File: src/design/bounded_array_list_engine_top_macros.svh
// assertion macros for the array list engine
`ifndef BOUNDED_ARRAY_LIST_ENGINE_TOP_MACROS_SVH
`define BOUNDED_ARRAY_LIST_ENGINE_TOP_MACROS_SVH

// same-cycle implication, held off during reset
`define BALE_ASSERT_IMPL(label, clk, rst, ante, cons, msg) \
  label: assert property (@(posedge clk) disable iff (rst) (ante) |-> (cons)) \
    else $error(msg);

// next-cycle implication, held off during reset
`define BALE_ASSERT_NEXT(label, clk, rst, ante, cons, msg) \
  label: assert property (@(posedge clk) disable iff (rst) (ante) |=> (cons)) \
    else $error(msg);

`endif

File: src/design/bale_pkg.sv
// shared types, codes and sizes of the array list engine
package bale_pkg;

  localparam int CAPACITY = 8;
  localparam int IDX_W    = (CAPACITY > 1) ? $clog2(CAPACITY) : 1;
  localparam int CNT_W    = $clog2(CAPACITY + 1);
  // rotate source index before the wrap back into range
  localparam int SRC_W    = CNT_W + 1;

  localparam int MODE_W  = 4;
  localparam int POS_W   = 8;
  localparam int VAL_W   = 32;
  localparam int SH_W    = 8;
  localparam int STAT_W  = 3;
  localparam int FOUND_W = 4;
  localparam int ENT_W   = 4;
  localparam int DCNT_W  = $clog2(SH_W);

  localparam logic [ENT_W-1:0] CAP_ENTRIES = ENT_W'(CAPACITY);

  localparam logic [MODE_W-1:0] MODE_INS_FRONT = 4'd0;
  localparam logic [MODE_W-1:0] MODE_INS_END   = 4'd1;
  localparam logic [MODE_W-1:0] MODE_INS_POS   = 4'd2;
  localparam logic [MODE_W-1:0] MODE_DEL_FRONT = 4'd3;
  localparam logic [MODE_W-1:0] MODE_DEL_END   = 4'd4;
  localparam logic [MODE_W-1:0] MODE_DEL_POS   = 4'd5;
  localparam logic [MODE_W-1:0] MODE_SEARCH    = 4'd6;
  localparam logic [MODE_W-1:0] MODE_DUMP      = 4'd7;
  localparam logic [MODE_W-1:0] MODE_ROTATE    = 4'd8;

  localparam logic [STAT_W-1:0] ST_OK       = 3'd0;
  localparam logic [STAT_W-1:0] ST_FULL     = 3'd1;
  localparam logic [STAT_W-1:0] ST_EMPTY    = 3'd2;
  localparam logic [STAT_W-1:0] ST_BADPOS   = 3'd3;
  localparam logic [STAT_W-1:0] ST_NOTFOUND = 3'd4;

  typedef struct packed {
    logic [MODE_W-1:0]       mode;
    logic [POS_W-1:0]        position;
    logic signed [VAL_W-1:0] value;
    logic [SH_W-1:0]         shift;
  } item_t;

  typedef struct packed {
    logic [STAT_W-1:0]       status;
    logic [FOUND_W-1:0]      found_at;
    logic signed [VAL_W-1:0] element;
    logic [ENT_W-1:0]        entries;
    logic                    last;
  } result_t;

  // controller to datapath
  typedef struct packed {
    logic              load;
    logic              clr_j;
    logic              div_init;
    logic              div_step;
    logic              copy_step;
    logic              read_step;
    logic              commit;
    logic              emit;
    logic [STAT_W-1:0] emit_status;
    logic              emit_found;
    logic              emit_elem;
  } dp_cmd_t;

  // datapath to controller
  typedef struct packed {
    logic [MODE_W-1:0] mode;
    logic              full;
    logic              empty;
    logic              pos_ins_ok;
    logic              pos_del_ok;
    logic              copy_none;
    logic              copy_last;
    logic              div_last;
    logic              scan_more;
    logic              pv;
    logic              hit;
    logic              dump_last;
  } dp_stat_t;

endpackage

File: src/design/bale_datapath.sv
// list storage, copy engine, modulo unit and result register
module bale_datapath (
  input  logic               clk,
  input  logic               rst,
  input  bale_pkg::item_t    item,
  input  bale_pkg::dp_cmd_t  cmd,
  output bale_pkg::dp_stat_t stat,
  output logic               done,
  output bale_pkg::result_t  result
);

  bale_pkg::item_t item_q;

  logic [bale_pkg::VAL_W-1:0] mem0 [bale_pkg::CAPACITY];
  logic [bale_pkg::VAL_W-1:0] mem1 [bale_pkg::CAPACITY];
  logic [bale_pkg::VAL_W-1:0] rdata0;
  logic [bale_pkg::VAL_W-1:0] rdata1;
  logic [bale_pkg::VAL_W-1:0] rdata_act;
  logic [bale_pkg::VAL_W-1:0] wdata;
  logic                       bank;

  logic [bale_pkg::CNT_W-1:0] count;
  logic [bale_pkg::CNT_W-1:0] count_next;
  logic [bale_pkg::CNT_W-1:0] j;
  logic [bale_pkg::CNT_W-1:0] pj;
  logic                       pv;
  logic [bale_pkg::IDX_W-1:0] wj;
  logic                       wv;
  logic                       wuse;

  logic [bale_pkg::CNT_W-1:0]  rem;
  logic [bale_pkg::SH_W-1:0]   dvd;
  logic [bale_pkg::DCNT_W-1:0] dcnt;
  logic [bale_pkg::CNT_W:0]    trial;

  logic                       is_ins;
  logic                       is_del;
  logic [bale_pkg::CNT_W-1:0] pt;
  logic [bale_pkg::POS_W-1:0] pos_m1;
  logic [bale_pkg::SRC_W-1:0] src;
  logic [bale_pkg::SRC_W-1:0] rot_t;
  logic                       use_val;

  always_comb begin
    is_ins = (item_q.mode == bale_pkg::MODE_INS_FRONT) ||
             (item_q.mode == bale_pkg::MODE_INS_END) ||
             (item_q.mode == bale_pkg::MODE_INS_POS);
    is_del = (item_q.mode == bale_pkg::MODE_DEL_FRONT) ||
             (item_q.mode == bale_pkg::MODE_DEL_END) ||
             (item_q.mode == bale_pkg::MODE_DEL_POS);
    pos_m1 = item_q.position - 1'b1;
    case (item_q.mode)
      bale_pkg::MODE_INS_END: pt = count;
      bale_pkg::MODE_DEL_END: pt = count - 1'b1;
      bale_pkg::MODE_INS_POS,
      bale_pkg::MODE_DEL_POS: pt = bale_pkg::CNT_W'(pos_m1);
      default:                pt = '0;
    endcase
    if (is_ins) begin
      count_next = count + 1'b1;
    end else if (is_del) begin
      count_next = count - 1'b1;
    end else begin
      count_next = count;
    end
  end

  // source slot in the current bank for destination slot j
  always_comb begin
    src     = {1'b0, j};
    use_val = 1'b0;
    rot_t   = {1'b0, j} + {1'b0, count} - {1'b0, rem};
    if (is_ins) begin
      if (j == pt) begin
        use_val = 1'b1;
      end else if (j > pt) begin
        src = {1'b0, j} - 1'b1;
      end
    end else if (is_del) begin
      if (j >= pt) begin
        src = {1'b0, j} + 1'b1;
      end
    end else if (item_q.mode == bale_pkg::MODE_ROTATE) begin
      src = (rot_t >= {1'b0, count}) ? rot_t - {1'b0, count} : rot_t;
    end
  end

  assign rdata_act = bank ? rdata1 : rdata0;
  assign wdata     = wuse ? item_q.value : rdata_act;
  assign trial     = {rem, dvd[bale_pkg::SH_W-1]};

  always_ff @(posedge clk) begin
    if (wv) begin
      if (bank) begin
        mem0[wj] <= wdata;
      end else begin
        mem1[wj] <= wdata;
      end
    end
    rdata0 <= mem0[src[bale_pkg::IDX_W-1:0]];
    rdata1 <= mem1[src[bale_pkg::IDX_W-1:0]];
  end

  always_ff @(posedge clk) begin
    if (cmd.load) begin
      item_q <= item;
    end
    if (cmd.clr_j) begin
      j <= '0;
    end else if (cmd.copy_step || cmd.read_step) begin
      j <= j + 1'b1;
    end
    pj   <= j;
    wj   <= j[bale_pkg::IDX_W-1:0];
    wuse <= use_val;
    // restoring remainder, one dividend bit per cycle
    if (cmd.div_init) begin
      rem  <= '0;
      dvd  <= item_q.shift;
      dcnt <= '0;
    end else if (cmd.div_step) begin
      rem  <= (trial >= {1'b0, count}) ? bale_pkg::CNT_W'(trial - {1'b0, count})
                                        : trial[bale_pkg::CNT_W-1:0];
      dvd  <= dvd << 1;
      dcnt <= dcnt + 1'b1;
    end
    if (cmd.emit) begin
      result.status   <= cmd.emit_status;
      result.found_at <= cmd.emit_found ? bale_pkg::FOUND_W'({1'b0, pj} + 1'b1) : '0;
      result.element  <= cmd.emit_elem ? rdata_act : '0;
      result.entries  <= cmd.commit ? bale_pkg::ENT_W'(count_next)
                                    : bale_pkg::ENT_W'(count);
      result.last     <= cmd.emit_elem ? stat.dump_last : 1'b1;
    end
  end

  always_ff @(posedge clk) begin
    if (rst) begin
      count <= '0;
      bank  <= 1'b0;
      wv    <= 1'b0;
      pv    <= 1'b0;
      done  <= 1'b0;
    end else begin
      wv   <= cmd.copy_step;
      pv   <= cmd.read_step;
      done <= cmd.emit;
      if (cmd.commit) begin
        count <= count_next;
        bank  <= ~bank;
      end
    end
  end

  always_comb begin
    stat.mode       = item_q.mode;
    stat.full       = (count >= bale_pkg::CNT_W'(bale_pkg::CAPACITY));
    stat.empty      = (count == '0);
    stat.pos_ins_ok = (item_q.position != '0) &&
                      ({1'b0, item_q.position} <= 9'({1'b0, count} + 1'b1));
    stat.pos_del_ok = (item_q.position != '0) &&
                      ({1'b0, item_q.position} <= 9'(count));
    stat.copy_none  = (count_next == '0);
    stat.copy_last  = (bale_pkg::CNT_W'(j + 1'b1) == count_next);
    stat.div_last   = (dcnt == bale_pkg::DCNT_W'(bale_pkg::SH_W - 1));
    stat.scan_more  = (j < count);
    stat.pv         = pv;
    stat.hit        = pv && (rdata_act == $unsigned(item_q.value));
    stat.dump_last  = (bale_pkg::CNT_W'(pj + 1'b1) == count);
  end

endmodule

File: src/design/bale_ctrl.sv
// operation sequencer of the array list engine
module bale_ctrl (
  input  logic               clk,
  input  logic               rst,
  input  logic               start,
  input  bale_pkg::dp_stat_t stat,
  output bale_pkg::dp_cmd_t  cmd,
  output logic               busy
);

  typedef enum logic [2:0] {
    S_IDLE,
    S_DECIDE,
    S_DIV,
    S_COPY,
    S_COPY_END,
    S_SCAN,
    S_DUMP
  } state_t;

  state_t state;
  state_t state_next;

  always_comb begin
    cmd        = '0;
    state_next = state;
    case (state)
      S_IDLE: begin
        if (start) begin
          cmd.load   = 1'b1;
          state_next = S_DECIDE;
        end
      end
      S_DECIDE: begin
        cmd.clr_j = 1'b1;
        case (stat.mode)
          bale_pkg::MODE_INS_FRONT,
          bale_pkg::MODE_INS_END,
          bale_pkg::MODE_INS_POS: begin
            if (stat.full) begin
              cmd.emit        = 1'b1;
              cmd.emit_status = bale_pkg::ST_FULL;
              state_next      = S_IDLE;
            end else if (stat.mode == bale_pkg::MODE_INS_POS && !stat.pos_ins_ok) begin
              cmd.emit        = 1'b1;
              cmd.emit_status = bale_pkg::ST_BADPOS;
              state_next      = S_IDLE;
            end else begin
              state_next = S_COPY;
            end
          end
          bale_pkg::MODE_DEL_FRONT,
          bale_pkg::MODE_DEL_END,
          bale_pkg::MODE_DEL_POS: begin
            if (stat.empty) begin
              cmd.emit        = 1'b1;
              cmd.emit_status = bale_pkg::ST_EMPTY;
              state_next      = S_IDLE;
            end else if (stat.mode == bale_pkg::MODE_DEL_POS && !stat.pos_del_ok) begin
              cmd.emit        = 1'b1;
              cmd.emit_status = bale_pkg::ST_BADPOS;
              state_next      = S_IDLE;
            end else if (stat.copy_none) begin
              // last entry removed, nothing to move
              cmd.commit      = 1'b1;
              cmd.emit        = 1'b1;
              cmd.emit_status = bale_pkg::ST_OK;
              state_next      = S_IDLE;
            end else begin
              state_next = S_COPY;
            end
          end
          bale_pkg::MODE_SEARCH: begin
            if (stat.empty) begin
              cmd.emit        = 1'b1;
              cmd.emit_status = bale_pkg::ST_NOTFOUND;
              state_next      = S_IDLE;
            end else begin
              state_next = S_SCAN;
            end
          end
          bale_pkg::MODE_DUMP: begin
            if (stat.empty) begin
              cmd.emit        = 1'b1;
              cmd.emit_status = bale_pkg::ST_EMPTY;
              state_next      = S_IDLE;
            end else begin
              state_next = S_DUMP;
            end
          end
          bale_pkg::MODE_ROTATE: begin
            if (stat.empty) begin
              cmd.emit        = 1'b1;
              cmd.emit_status = bale_pkg::ST_OK;
              state_next      = S_IDLE;
            end else begin
              cmd.div_init = 1'b1;
              state_next   = S_DIV;
            end
          end
          default: begin
            cmd.emit        = 1'b1;
            cmd.emit_status = bale_pkg::ST_OK;
            state_next      = S_IDLE;
          end
        endcase
      end
      S_DIV: begin
        cmd.div_step = 1'b1;
        if (stat.div_last) begin
          state_next = S_COPY;
        end
      end
      S_COPY: begin
        cmd.copy_step = 1'b1;
        if (stat.copy_last) begin
          state_next = S_COPY_END;
        end
      end
      S_COPY_END: begin
        // final write lands in the spare bank at this edge, as the banks swap
        cmd.commit      = 1'b1;
        cmd.emit        = 1'b1;
        cmd.emit_status = bale_pkg::ST_OK;
        state_next      = S_IDLE;
      end
      S_SCAN: begin
        if (stat.hit) begin
          cmd.emit        = 1'b1;
          cmd.emit_status = bale_pkg::ST_OK;
          cmd.emit_found  = 1'b1;
          state_next      = S_IDLE;
        end else if (stat.pv && !stat.scan_more) begin
          cmd.emit        = 1'b1;
          cmd.emit_status = bale_pkg::ST_NOTFOUND;
          state_next      = S_IDLE;
        end else begin
          cmd.read_step = stat.scan_more;
        end
      end
      S_DUMP: begin
        cmd.read_step = stat.scan_more;
        if (stat.pv) begin
          cmd.emit        = 1'b1;
          cmd.emit_status = bale_pkg::ST_OK;
          cmd.emit_elem   = 1'b1;
          if (stat.dump_last) begin
            state_next = S_IDLE;
          end
        end
      end
      default: begin
        state_next = S_IDLE;
      end
    endcase
  end

  always_ff @(posedge clk) begin
    if (rst) begin
      state <= S_IDLE;
      busy  <= 1'b0;
    end else begin
      state <= state_next;
      busy  <= (state_next != S_IDLE);
    end
  end

endmodule

File: src/design/bounded_array_list_engine_top.sv
// top level of the bounded array list engine
//
// holds an ordered list of up to CAPACITY signed 32-bit values and a count.
// a transaction is taken at a rising edge with start high and busy low; the
// item carries mode, position, value and shift. busy stays high until the
// last result of that transaction has been issued.
// each result appears on result for exactly one cycle with done high; the
// receiver cannot stall, so results are never held back. a dump gives one
// result per entry on consecutive cycles, last set on the final one; every
// other operation gives a single result with last set.
// errors and trivial cases are answered from the decide step, with no copy.
// insert and delete copy the surviving entries into a second bank, one
// entry per cycle through the registered memory read, except a delete that
// empties the list, which answers from the decide step with no copy.
// rotate first finds shift mod count one bit a cycle, then copies; search
// stops at the first match. the next transaction can be taken while a
// result is out.
// reset clears the count and control state; stored values need no clearing.
module bounded_array_list_engine_top (
  input  logic              clk,
  input  logic              rst,
  input  logic              start,
  output logic              busy,
  input  bale_pkg::item_t   item,
  output logic              done,
  output bale_pkg::result_t result
);

  `include "bounded_array_list_engine_top_macros.svh"

  bale_pkg::dp_cmd_t  cmd;
  bale_pkg::dp_stat_t stat;
  logic               ent_in_range;
  logic               full_res;
  logic               full_at_cap;

  bale_ctrl u_ctrl (
    .clk   (clk),
    .rst   (rst),
    .start (start),
    .stat  (stat),
    .cmd   (cmd),
    .busy  (busy)
  );

  bale_datapath u_dp (
    .clk    (clk),
    .rst    (rst),
    .item   (item),
    .cmd    (cmd),
    .stat   (stat),
    .done   (done),
    .result (result)
  );

  assign ent_in_range = (result.entries <= bale_pkg::CAP_ENTRIES);
  assign full_res     = done && (result.status == bale_pkg::ST_FULL);
  assign full_at_cap  = (result.entries == bale_pkg::CAP_ENTRIES);

  `BALE_ASSERT_NEXT(a_accept_busy, clk, rst, start && !busy, busy, "busy not raised after accept")
  `BALE_ASSERT_NEXT(a_dump_burst, clk, rst, done && !result.last, done, "gap in dump burst")
  `BALE_ASSERT_IMPL(a_entries_range, clk, rst, done, ent_in_range, "entries above capacity")
  `BALE_ASSERT_IMPL(a_full_count, clk, rst, full_res, full_at_cap, "full reported below capacity")

endmodule
File: config.mk
export PLATFORM = sky130hd
export DESIGN_NAME = bounded_array_list_engine_top
export DESIGN_NICKNAME = d
export VERILOG_FILES = /design/src/design/bale_pkg.sv /design/src/design/bale_datapath.sv /design/src/design/bale_ctrl.sv /design/src/design/bounded_array_list_engine_top.sv
export VERILOG_INCLUDE_DIRS = /design/src /design/src/design
export SDC_FILE = /design/constraint.sdc
export NUM_CORES = 1
export LEC_CHECK = 0
export BUFFER_PORTS_ARGS = -buffer_cell sky130_fd_sc_hd__buf_4
export CORE_ASPECT_RATIO = 2
export CORE_MARGIN = 2
export CORE_UTILIZATION = 25
export CTS_BUF_LIST = sky130_fd_sc_hd__clkbuf_8 sky130_fd_sc_hd__clkbuf_16
export DETAILED_ROUTE_END_ITERATION = 7
export MAX_ROUTING_LAYER = met4
export PLACE_DENSITY = 0.46
export SLEW_MARGIN = 10
export SYNTH_ARGS = -nofsm -noshare
export SYNTH_HDL_FRONTEND = slang
export SYNTH_SLANG_ARGS = --single-unit
File: constraint.sdc
create_clock -name clk -period 8.26 [get_ports clk]
set_input_delay 1.652 -clock clk [delete_from_list [all_inputs] [get_ports clk]]
set_output_delay 1.652 -clock clk [all_outputs]
set_load 0.03 [all_outputs]
==> results.json <==
{
  "firstDrtPassIters": 5,
  "critical_path.max_fanout": 132,
  "hold_slack_ns": 0.470,
  "crit_arrival_ns": 6.18,
  "status": "finished clean",
  "grt_pass1_wl_mm": 113,
  "synth_fp_nets": 1908,
  "grt_start_max_net_pins": 133,
  "dpl.cell_count": 3387,
  "first_iter_violations": 1071,
  "drt_wl_total_mm": 78.5,
  "r2r_cells": 16,
  "finClkSkew_ns": 0.0248,
  "post_cts_buffers": 0,
  "io_pins": 101,
  "leakagePower_nw": 11.8,
  "cpLargestDelayFamily": "buffers and inverters",
  "via_per_inst": 4.44,
  "final_cells": 3516,
  "crit_buf_inv": 3,
  "min_period_over_period": 0.684,
  "avgSynthCellArea_um2": 16.2,
  "fill_cells": 11600,
  "cp.depth": 16,
  "grt_pass1_vias": 16400,
  "yosysWarnings": 0,
  "clk_pin_slew_ns": 0.06,
  "vdd_drop_max_mv": 0.141,
  "hold_depth": 0,
  "die_height_um": 488,
  "critPathCaptureType": "flip-flop",
  "overflow": 0,
  "ys_ff_latch": 708,
  "finalHoldViolCount": 0,
  "root_buffer": "clkbuf_16",
  "max_stage_delay_ns": 0.67,
  "hold_buffers": 0,
  "die_area_um2": 120000,
  "tightest_slew_ns": 1.20,
  "antenna_found_initial": 2,
  "drive_above_1_share": 0.179,
  "synth_edf_count": 616,
  "finalSetupViolCount": 0,
  "wl_per_cell_um": 22.3,
  "start_util": 0.252,
  "ys_async_sr_fraction": 0,
  "tns_ns": 0,
  "cts_tree": "built",
  "syn_inst": 1809,
  "remaining_drc_errors": 0,
  "clock_path_buffers": 3,
  "row_count": 177,
  "ys.flop_type": "edfxtp_1",
  "grt_usage": 0.135,
  "cp.required_ns": 8.79,
  "rsz0062_at_grt": "false",
  "path_class": "flip-flop to flip-flop",
  "ant_nets": 0,
  "final_util": 0.296,
  "synth_cell_types": 69,
  "numCtsBuffers": 69,
  "cts_sinks": 708,
  "synth_seq_area_share": 0.695,
  "relSlewSlack": 0.191,
  "crit_slowest_cell": "fa_1",
  "final_cell_mix": "edfxtp_1, mux2i_1, buf_4",
  "clk_latency_ns": 0.66,
  "power_density_nw_per_um2": 258,
  "globalplace.congestion": 0.888,
  "vias": 15600,
  "dieWidth_um": 246,
  "cap_violations": 0,
  "core_um2": 116000,
  "drv_slew": 0,
  "hpwl_mm": 47.6,
  "fmax_mhz": 177,
  "crit_chain": "clkinv_1 > fa_1 > inv_1 > ha_1 > xnor2_1 > ha_1 > or3_1 > o21ai_0 > a21oi_1 > nor2_1 > o31ai_1 > o211ai_1 > buf_12 > mux2i_1 > mux2i_1 > mux2_2",
  "period_minus_slack_ns": 5.65,
  "io_buffers": 100,
  "hold_path.class": "flip-flop to flip-flop",
  "mostFrequentLayoutCell": "edfxtp_1",
  "ctsResizeCount": 0,
  "cp-start-kind": "flip-flop",
  "cts_max_level": 3,
  "synth_area_um2": 29300,
  "nets": 2036,
  "areaGrowthSynthToFinish_pct": 17.5
}
## logic make-up after synthesis
kind of cell / share of synthesized area
xor+xnor: 0.0182
fa+ha+maj: 0.0203
simple gates: 0.0361
flops: 0.695
compound gates: 0.0277
buf+inv: 0.0208
mux: 0.182
## per-layer routing
layer | GRT usage | vias to the layer above | share of wire
met5 | - | - | 0
met4 | 0.0519 | 0 | 0.031
met3 | 0.0205 | 117 | 0.041
met2 | 0.238 | 404 | 0.52
met1 | 0.153 | 7973 | 0.40
li1 | - | 7105 | -
## path summary, 6_finish.rpt
kind	to	slack [ns]	from
max	u_dp.rdata0[19]	2.61	u_dp.count[3]
max reg2reg	u_dp.rdata0[19]	2.61	u_dp.count[3]
min	u_dp.pj[1]	0.47	u_dp.j[1]
min reg2reg	u_dp.pj[1]	0.47	u_dp.j[1]
## flip-flops by register name, indices dropped and copies added, names as in the netlist
name	flops
u_dp.pj	4
u_dp.mem1	256
u_dp.pv	1
u_dp.j	4
u_dp.bank	1
u_dp.result	44
u_dp.count	4
u_ctrl.state	3
u_dp.stat	4
u_dp.wuse	1
u_dp.mem0	256
u_dp.dvd	8
u_dp.rdata0	32
u_dp.done	1
u_dp.dcnt	3
u_dp.wv	1
u_dp.rem	4
u_dp.item_q	48
u_dp.rdata1	32
u_ctrl.busy	1
## area by class of cell
class | instances | area, um2 | area share
diodes | 1 | 2.50 | 0.0000727
clock inverters | 50 | 498 | 0.0145
multi-input cells | 958 | 8510 | 0.247
flip-flops and latches | 708 | 20300 | 0.591
clock buffers | 78 | 1850 | 0.0538
well taps | 1521 | 1900 | 0.0553
inverters | 63 | 236 | 0.00687
repair buffers | 137 | 1070 | 0.0310
## metrics by stage
step / cell area, um2 / setup slack (ns) / power (W)
6_report: 34400 / 2.61 / 0.00888
5_1_grt: 34400 / 2.37 / 0.00925
3_3_place_gp: 32000 / 2.59 / 0.00567
4_1_cts: 34400 / 2.64 / 0.00901
2_1_floorplan: 29300 / 0.418 / 0.00524
3_5_place_dp: 32000 / 2.65 / 0.00569
## where the power goes
part	total [W]	switching, W	internal [W]
Combinational	0.00130	0.000790	0.000508
Clock	0.00328	0.00140	0.00188
Sequential	0.00430	0.0000913	0.00421
## synthesized netlist by cell type (all sizes together), types with 6 or more instances
| cell type | n | area, um2 |
|---|---|---|
| nand2b | 13 | 81.3 |
| a21o | 8 | 60.1 |
| nor2b | 17 | 106 |
| nor3 | 9 | 45.0 |
| buf | 50 | 259 |
| mux2i | 449 | 4490 |
| xnor2 | 54 | 473 |
| fa | 6 | 120 |
| ha | 38 | 475 |
| clkbuf | 30 | 113 |
| nor2 | 77 | 289 |
| edfxtp | 616 | 18500 |
| nand2 | 30 | 113 |
| mux2 | 74 | 837 |
| o211ai | 6 | 50.1 |
| nor4 | 9 | 56.3 |
| nand3 | 11 | 55.1 |
| o22ai | 6 | 37.5 |
| a21oi | 38 | 201 |
| dfxtp | 92 | 1840 |
| or3 | 7 | 48.8 |
| o21ai | 25 | 125 |
| nand4 | 6 | 37.5 |
| inv | 62 | 233 |
| xor2 | 7 | 61.3 |
Note: power is estimated with default switching activity, not from simulation.
